===== src/hw/rtl/swhsr_pkg.sv =====
// Shared types and constants for the single-wire humidity sensor reader.
// Used by the interfaces, the register file, the protocol core and the top level.
`default_nettype none

package swhsr_pkg;

  localparam int TimeWidth = 16;
  localparam int CfgTimeWidth = 16;
  localparam int CmpWidth = (TimeWidth > CfgTimeWidth) ? TimeWidth : CfgTimeWidth;
  localparam int CfgIndexWidth = 3;
  localparam int CfgDataWidth = 16;

  localparam logic [TimeWidth-1:0] TimeMax = {TimeWidth{1'b1}};

  typedef enum logic [CfgIndexWidth-1:0] {
    RegStartLowTime       = 3'd0,
    RegReleaseHighTime    = 3'd1,
    RegResponseCheckTime  = 3'd2,
    RegResponseConfirmTime = 3'd3,
    RegPostResponseTime   = 3'd4,
    RegBitSampleDelay     = 3'd5,
    RegBytesPerReading    = 3'd6,
    RegWaitLowMode        = 3'd7
  } reg_idx_e;

  typedef enum logic [1:0] {
    StatusNone = 2'd0,
    StatusGood = 2'd1,
    StatusBad  = 2'd2
  } status_e;

  typedef enum logic [8:0] {
    PhIdle         = 9'b000000001,
    PhStartLow     = 9'b000000010,
    PhReleaseHigh  = 9'b000000100,
    PhCheck        = 9'b000001000,
    PhConfirm      = 9'b000010000,
    PhPost         = 9'b000100000,
    PhBitHigh      = 9'b001000000,
    PhBitDelay     = 9'b010000000,
    PhBitLow       = 9'b100000000
  } phase_e;

  typedef struct packed {
    logic [15:0] start_low_time;
    logic [7:0]  release_high_time;
    logic [7:0]  response_check_time;
    logic [7:0]  response_confirm_time;
    logic [7:0]  post_response_time;
    logic [7:0]  bit_sample_delay;
    logic [3:0]  bytes_per_reading;
    logic        wait_low_mode;
  } cfg_t;

  typedef struct packed {
    logic       drive_enable;
    logic       drive_level;
    logic       response_valid;
    logic [1:0] response_status;
    logic       byte_valid;
    logic [7:0] data_byte;
    logic       last_byte;
    logic       busy_res;
  } result_t;

endpackage

`default_nettype wire


===== src/hw/rtl/swhsr_core.sv =====
// Protocol state machine of the sensor reader: one step per tick or start command.
// Depends on swhsr_pkg for the phase encoding, configuration and result types.
`default_nettype none

module swhsr_core
  import swhsr_pkg::*;
(
  input  wire logic clk_i,
  input  wire logic rst_ni,
  input  wire logic step_i,
  input  wire logic func_i,
  input  wire logic line_level_i,
  input  wire cfg_t cfg_i,
  output result_t   res_o
);

  phase_e               phase_d, phase_q;
  logic [TimeWidth-1:0] tick_d, tick_q;
  logic [2:0]           bit_d, bit_q;
  logic [3:0]           bytes_d, bytes_q;
  logic [7:0]           shift_d, shift_q;
  logic                 good_d, good_q;

  logic [TimeWidth-1:0] tick_inc;
  logic                 tick_sat;

  assign tick_inc = (tick_q == TimeMax) ? tick_q : tick_q + 1'b1;
  assign tick_sat = (tick_inc == TimeMax);

  function automatic logic wait_hit(logic [TimeWidth-1:0] elapsed,
                                    logic [CfgTimeWidth-1:0] limit, logic sat);
    return (CmpWidth'(elapsed) >= CmpWidth'(limit)) || sat;
  endfunction

  always_comb begin
    logic post_done;
    post_done = 1'b0;
    phase_d = phase_q;
    tick_d = tick_q;
    bit_d = bit_q;
    bytes_d = bytes_q;
    shift_d = shift_q;
    good_d = good_q;
    res_o = '0;

    if (func_i) begin
      phase_d = PhStartLow;
      tick_d = '0;
      bit_d = '0;
      bytes_d = '0;
      shift_d = '0;
      good_d = 1'b0;
    end else begin
      unique case (phase_q)
        PhIdle: begin
        end
        PhStartLow: begin
          tick_d = tick_inc;
          if (wait_hit(tick_inc, cfg_i.start_low_time, tick_sat)) begin
            phase_d = PhReleaseHigh;
            tick_d = '0;
          end
        end
        PhReleaseHigh: begin
          tick_d = tick_inc;
          if (wait_hit(tick_inc, CfgTimeWidth'(cfg_i.release_high_time), tick_sat)) begin
            phase_d = PhCheck;
            tick_d = '0;
          end
        end
        PhCheck: begin
          tick_d = tick_inc;
          if (wait_hit(tick_inc, CfgTimeWidth'(cfg_i.response_check_time), tick_sat)) begin
            tick_d = '0;
            if (!line_level_i) begin
              phase_d = PhConfirm;
            end else begin
              res_o.response_valid = 1'b1;
              res_o.response_status = StatusNone;
              good_d = 1'b0;
              phase_d = PhPost;
            end
          end
        end
        PhConfirm: begin
          tick_d = tick_inc;
          if (wait_hit(tick_inc, CfgTimeWidth'(cfg_i.response_confirm_time), tick_sat)) begin
            tick_d = '0;
            res_o.response_valid = 1'b1;
            good_d = line_level_i;
            res_o.response_status = line_level_i ? StatusGood : StatusBad;
            phase_d = PhPost;
          end
        end
        PhPost: begin
          if (cfg_i.wait_low_mode) begin
            post_done = !line_level_i;
          end else begin
            tick_d = tick_inc;
            post_done = wait_hit(tick_inc, CfgTimeWidth'(cfg_i.post_response_time), tick_sat);
          end
          if (post_done) begin
            tick_d = '0;
            if (good_q) begin
              bit_d = '0;
              bytes_d = '0;
              shift_d = '0;
              phase_d = PhBitHigh;
            end else begin
              phase_d = PhIdle;
            end
          end
        end
        PhBitHigh: begin
          if (line_level_i) begin
            phase_d = PhBitDelay;
            tick_d = '0;
          end
        end
        PhBitDelay: begin
          tick_d = tick_inc;
          if (wait_hit(tick_inc, CfgTimeWidth'(cfg_i.bit_sample_delay), tick_sat)) begin
            shift_d = {shift_q[6:0], line_level_i};
            phase_d = PhBitLow;
            tick_d = '0;
          end
        end
        PhBitLow: begin
          if (!line_level_i) begin
            tick_d = '0;
            bit_d = bit_q + 1'b1;
            phase_d = PhBitHigh;
            if (bit_q == 3'd7) begin
              res_o.byte_valid = 1'b1;
              res_o.data_byte = shift_q;
              bytes_d = bytes_q + 1'b1;
              if (bytes_d == 4'd0 || bytes_d >= cfg_i.bytes_per_reading) begin
                res_o.last_byte = 1'b1;
                phase_d = PhIdle;
              end else begin
                shift_d = '0;
              end
            end
          end
        end
        default: phase_d = PhIdle;
      endcase
    end

    res_o.drive_enable = (phase_d == PhStartLow) || (phase_d == PhReleaseHigh);
    res_o.drive_level = (phase_d == PhReleaseHigh);
    res_o.busy_res = (phase_d != PhIdle);
  end

  always_ff @(posedge clk_i or negedge rst_ni) begin
    if (!rst_ni) begin
      phase_q <= PhIdle;
      tick_q <= '0;
      bit_q <= '0;
      bytes_q <= '0;
      shift_q <= '0;
      good_q <= 1'b0;
    end else if (step_i) begin
      phase_q <= phase_d;
      tick_q <= tick_d;
      bit_q <= bit_d;
      bytes_q <= bytes_d;
      shift_q <= shift_d;
      good_q <= good_d;
    end
  end

endmodule

`default_nettype wire


===== config.mk =====
export PLATFORM = sky130hd
export DESIGN_NAME = swhsr_core
export DESIGN_NICKNAME = d
export VERILOG_FILES = /design/src/hw/rtl/swhsr_pkg.sv /design/src/hw/rtl/swhsr_core.sv
export SDC_FILE = /design/constraint.sdc
export NUM_CORES = 1
export LEC_CHECK = 0
export ABC_AREA = 1
export ABC_CLOCK_PERIOD_IN_PS = 4750
export BUFFER_PORTS_ARGS = -buffer_cell sky130_fd_sc_hd__buf_4
export CAP_MARGIN = 10
export CORE_ASPECT_RATIO = 1.25
export CORE_MARGIN = 1.5
export CORE_UTILIZATION = 39
export DETAILED_ROUTE_END_ITERATION = 8
export GPL_TIMING_DRIVEN = 0
export SETUP_SLACK_MARGIN = 0.2
export SKIP_LAST_GASP = 1
export SLEW_MARGIN = 20
export SYNTH_ARGS = -nofsm -noshare
export SYNTH_HDL_FRONTEND = slang
export SYNTH_SLANG_ARGS = --single-unit

===== constraint.sdc =====
create_clock -name clk_i -period 4.75 [get_ports clk_i]
set_input_delay 0.2375 -clock clk_i [delete_from_list [all_inputs] [get_ports clk_i]]
set_output_delay 0.2375 -clock clk_i [all_outputs]
set_load 0.05 [all_outputs]

== After elaboration in Yosys (flattened, before gate mapping) ==
Index checks and enable logic that the tools add are counted.
Widths: inputs -> output; s select.

* Flip-flop bits (word level): 41
* Latch bits: 0
* Memory bits (writable): 0
* Memory bits (read-only): 0
* Input port bits: 66
* Output and inout port bits: 16
* Logic and storage cells: 124
* Memories kept: 0

* Add/sub/neg operators: 3
* $mul: 0
* Div/mod/pow operators: 0
* $lt $le $gt $ge: 7
* Equality and inequality tests: 26
* Shift operators: 0
* Multiplexer cells: 63
* Bitwise gates (word level): 0
* Reductions and logical operators: 19

{| class="wikitable"
|+ Operator list
! operator !! count
|-
| $mux 16 || 11
|-
| $pmux 16 s8 || 1
|-
| $mux 9 || 9
|-
| $pmux 9 s9 || 1
|-
| $ge 16x8->1 || 5
|-
| $mux 8 || 7
|-
| $eq 16x16->1 const B || 2
|-
| $mux 10 || 3
|-
| $ne 3x3->1 const B || 10
|-
| $pmux 8 s3 || 1
|-
| $mux 3 || 7
|-
| $mux 7 || 3
|-
| $mux 4 || 5
|-
| $eq 9x2->1 const B || 2
|-
| $eq 9x3->1 const B || 2
|-
| $add 16x1->16 const B || 1
|-
| $ge 16x16->1 || 1
|-
| $reduce_and 5->1 || 3
|-
| $mux 13 || 1
|-
| $pmux 3 s2 || 2
|-
| $eq 9x1->1 const B || 1
|-
| $eq 9x4->1 const B || 1
|-
| $eq 9x5->1 const B || 1
|-
| $eq 9x6->1 const B || 1
|-
| other kinds (22) || 37
|}

== Depth between registers and ports, before layout ==
* Depth in word-level cells: 12
* Mapped depth: 30
* Gate-level depth less buffers: 29

== Worst setup path after synthesis ==
OpenSTA, ideal clock, no wires.

* Path kind: reg-to-output
* Start point: register phase_q[6]
* End point: output port res_o[1] (netlist bit)
* Data arrival time: 3.741 ns
* Required time: 4.513 ns
* Slack: 0.772 ns
* Stages on the path, launching flop included: 10
* Buffers on the path: 0
* Cells stage by stage: dfrtp_1 -> nor2_1 -> nand2_1 -> nor3_2 -> inv_2 -> nor2_1 -> inv_1 -> nor3_1 -> clkinv_1 -> nor2_1

{| class="wikitable"
|+ RTL lines
! item !! RTL line !! source
|-
| start, declared || swhsr_core.sv:17 || <nowiki>phase_e phase_d, phase_q;</nowiki>
|-
| start signal, assigned || swhsr_core.sv:157 || <nowiki>phase_q <= PhIdle;</nowiki>
|-
| start signal, assigned || swhsr_core.sv:164 || <nowiki>phase_q <= phase_d;</nowiki>
|-
| end, declared || swhsr_core.sv:14 || <nowiki>output result_t res_o</nowiki>
|}

==> flow_metrics.py <==
metrics = {
    "worst_setup_path": {
        "cp.buffers_inverters": 3,
        "endpoint_kind": "output port",
        "slowest_stage": "dfrtp_1",
        "crit_chain": "ha_2 -> inv_1 -> nor2_2 -> nand2_2 -> nor2_1 -> nand2_1 -> nand2_1 -> nand2_1 -> inv_2 -> ha_1 -> o21ai_0 -> nand2_1 -> nand2_1 -> nand2_1 -> nand2_1 -> nand2_1 -> nand2_1 -> nand2_1 -> a21boi_0 -> nand3_1 -> nand2_1 -> nor2_1 -> a21oi_1 -> buf_4",
        "crit_top_cell": "nand2_1",
        "required_ns": 4.51,
        "arrival_ns": 3.87,
        "path_delay_family": "simple AND/OR/NAND/NOR gates",
        "critPathMaxStageDelay_ns": 0.46,
        "path_max_fanout": 7,
        "crit_type": "register to output port",
        "worstSetupStartpointType": "register",
    },
    "detailed_routing": {
        "ant_nets": 0,
        "vias_per_cell": 4.86,
        "dr.first_iter.drc_count": 239,
        "route.detailed.wl_per_inst_um": 12.5,
        "vias": 5086,
        "first_pass_iters": 6,
        "routed_wl_um": 13100,
        "route.detailed.drc": 0,
    },
    "clock_tree": {
        "cts_tree": "built",
        "clock_latency_ns": 0.29,
        "cts_max_level": 2,
        "cts.sinks": 41,
        "cts_buffer_depth": 2,
        "cts.clk_slew.worst_paths_ns": 0.07,
        "cts_root_buffer": "clkbuf_16",
        "numCtsBuffers": 5,
    },
    "timing": {
        "finalSetupViolations": 0,
        "final_hold_viol_count": 0,
        "fin_tns_setup_ns": 0,
        "final.setup.worst_slack_ns": 0.638,
        "rsz0062_at_grt": "false",
        "worst_slew_pin_slew_ns": 0.681,
        "fmax_mhz": 243,
        "layout_min_cycle_time_ns": 4.11,
        "maxSlewViolCount": 0,
        "fin_crit_sh_pct": 86.6,
        "slew_headroom_pct": 54.2,
        "skew_ns": 0.00842,
    },
    "global_routing": {
        "grtUsageMet1_pct": 25.4,
        "busiest_layer": "met2",
        "grtUsageMet3_pct": 1.86,
        "grt_max_degree": 42,
        "grt_pass1_wl_um": 22700,
        "overflow": 0,
        "grt_util_met2_pct": 37.0,
        "grt_pass1_vias": 4933,
        "globalRouteTotalUtil_pct": 20.4,
        "antenna_found_initial": 0,
    },
    "floorplanning": {
        "std_cell_rows": 46,
        "io_pins": 82,
        "die_area_um2": 13500,
        "die_y_um": 130,
        "start_util_pct": 39.7,
        "dieWidth_um": 104,
        "coreArea_um2": 12600,
    },
    "placement": {
        "dpl_cell_area_um2": 5820,
        "dpl.hpwl_um": 10500,
        "place_ws_ns": 0.678,
        "port_buffers": 80,
        "finalWeightedCongestion": 0.883,
    },
    "power": {
        "ir_drop_v": 0.000135,
        "p_leak_nw": 3.25,
        "power.density_nw_per_um2": 221,
    },
    "yosys": {
        "ys_ff_latch": 41,
        "ys_warn_count": 0,
        "synth_area_um2": 5000,
        "ys.flop_type": "dfrtp_1",
        "yosysUniqueCellTypes": 46,
        "yosysSeqAreaShare_pct": 20.5,
        "netlist_top_cells_count": "nand2_1, inv_1, nor2_1",
        "syn_inst": 790,
        "synth.most_common_cell": "nand2_1",
        "yosys-top-cells-area": "dfrtp_1, ha_1, nand2_1",
        "syn_area_per_cell_um2": 6.34,
        "yosys.area.top_type": "dfrtp_1",
        "ys_async_sr_fraction_pct": 100,
        "synth-edff-count": 0,
        "syn-num-nets": 921,
        "yosysTopAreaCellShare_pct": 20.0,
    },
    "final_layout": {
        "seq_area_um2": 1030,
        "diodes": 0,
        "areaGrowthSynthToFinish_pct": 19.5,
        "n_fill_cell": 1342,
        "fin_nets": 1009,
        "multi_input_area_um2": 3290,
        "drive_gt1_share_pct": 17.5,
        "fin_area_um2": 5980,
        "utilization_pct": 47.4,
    },
    "min_path": {
        "hold_path.class": "primary input to register",
    },
    "run_status": {
        "status": "completed",
    },
    "run": {
        "cap_violations": 0,
    },
}
## stage by stage
stage          power [mW]  cells  hold WS, ns
2_1_floorplan       0.803    790      -0.0581
6_report             1.32   1047        0.252
4_1_cts              1.33   1047        0.250
3_5_place_dp        0.980   1038        0.273
3_3_place_gp        0.974   1038        0.269
5_1_grt              1.43   1047        0.254
## cells by family after synthesis
family,count (synthesis),share of synthesized area (%)
and+or+nand+nor,406,36.1
buffers and inverters,172,13.8
AOI/OAI and AO/OA,98,11.9
adders and majority gates,65,16.2
DFF,41,20.5
xor gates and xnor gates,8,1.40
## power breakdown
| group | total (mW) | switching (mW) | internal, mW |
|---|---|---|---|
| Sequential | 0.404 | 0.0324 | 0.371 |
| Clock | 0.348 | 0.152 | 0.196 |
| Combinational | 0.571 | 0.360 | 0.211 |
| Total | 1.32 | 0.544 | 0.778 |
## worst register-to-register path: stages, from the launching register on
cell and delay (ns):
dfrtp_1 0.46, ha_2 0.27, inv_1 0.06, nor2_2 0.16, nand2_2 0.12, nor2_1 0.15, nand2_1 0.17, nand2_1 0.10
nand2_1 0.07, inv_2 0.16, ha_1 0.26, o21ai_0 0.15, nand2_1 0.06, nand2_1 0.05, nand2_1 0.04, nand2_1 0.05
nand2_1 0.07, nand2_1 0.06, nand2_1 0.06, a21boi_0 0.32, nand3_1 0.17, nand2_1 0.12, nor2_1 0.04, nand2_1 0.21
nand4_1 0.13, nand2_1 0.10
## layout by cell type (no fill, tap or decap), types with 4 or more instances in the layout
| cell | count |
|---|---|
| xor2_1 | 4 |
| nor2_1 | 70 |
| nand4_1 | 22 |
| nor4_1 | 5 |
| buf_2 | 5 |
| nand2_1 | 209 |
| o21ai_0 | 29 |
| nor2_2 | 9 |
| buf_4 | 81 |
| nand2_2 | 12 |
| ha_1 | 64 |
| a21oi_1 | 30 |
| o21ai_2 | 9 |
| nand3_2 | 4 |
| xnor2_1 | 4 |
| o21ai_1 | 8 |
| a21boi_1 | 5 |
| a21boi_0 | 4 |
| clkbuf_16 | 5 |
| inv_1 | 147 |
| nor3_1 | 15 |
| nand3_1 | 51 |
| dfrtp_1 | 40 |
| inv_2 | 7 |
| clkbuf_1 | 5 |
## per-layer routing
| metal | vias to the layer above | wire length, um |
|---|---|---|
| met5 | - | 0 |
| met4 | 0 | 325 |
| met1 | 2219 | 6030 |
| li1 | 2700 | - |
| met2 | 144 | 6280 |
| met3 | 23 | 452 |
## worst paths after layout
kind / end / slack, ns / startpoint / cells past startpoint
setup reg to reg: tick_q[1]$_DFFE_PN0P_ / 1.08 / tick_q[0]$_DFFE_PN0P_ / 25
hold / removal: phase_q[1]$_DFFE_PN0P_ / 0.25 / step_i / 3
hold reg to reg: shift_q[7]$_DFFE_PN0P_ / 0.49 / shift_q[7]$_DFFE_PN0P_ / 2
max in group asynchronous: phase_q[0]$_DFFE_PN1P_ / 3.89 / rst_ni / 2
min in group asynchronous: shift_q[2]$_DFFE_PN0P_ / 0.48 / rst_ni / 2
setup / recovery: res_o[14] / 0.64 / tick_q[0]$_DFFE_PN0P_ / 24
## flip-flops by register name, summed over array words and instances, names as in the netlist
name,flops
bytes_q,4
phase_q,9
bit_q,3
tick_q,16
good_q,1
shift_q,8
## what timing repair did
| action | CTS | global route |
|---|---|---|
| endpoints found under the setup margin | 0 | 3 |
| gates resized for setup | 0 | 4 |
| setup buffers | 0 | 0 |
| hold buffers | 1 | 0 |
| hold endpoints to repair | 40 | 0 |
## area by class of cell
class / count / share of cell area (%)
Tap cell: 168 / 3.52
Inverter: 158 / 10.0
Clock inverter: 3 / 0.356
Timing Repair Buffer: 81 / 10.2
Sequential cell: 41 / 17.2
Multi-Input combinational cell: 577 / 55.1
Clock buffer: 5 / 2.09
Buffer: 14 / 1.57
Note: power is estimated with default switching activity, not from simulation.
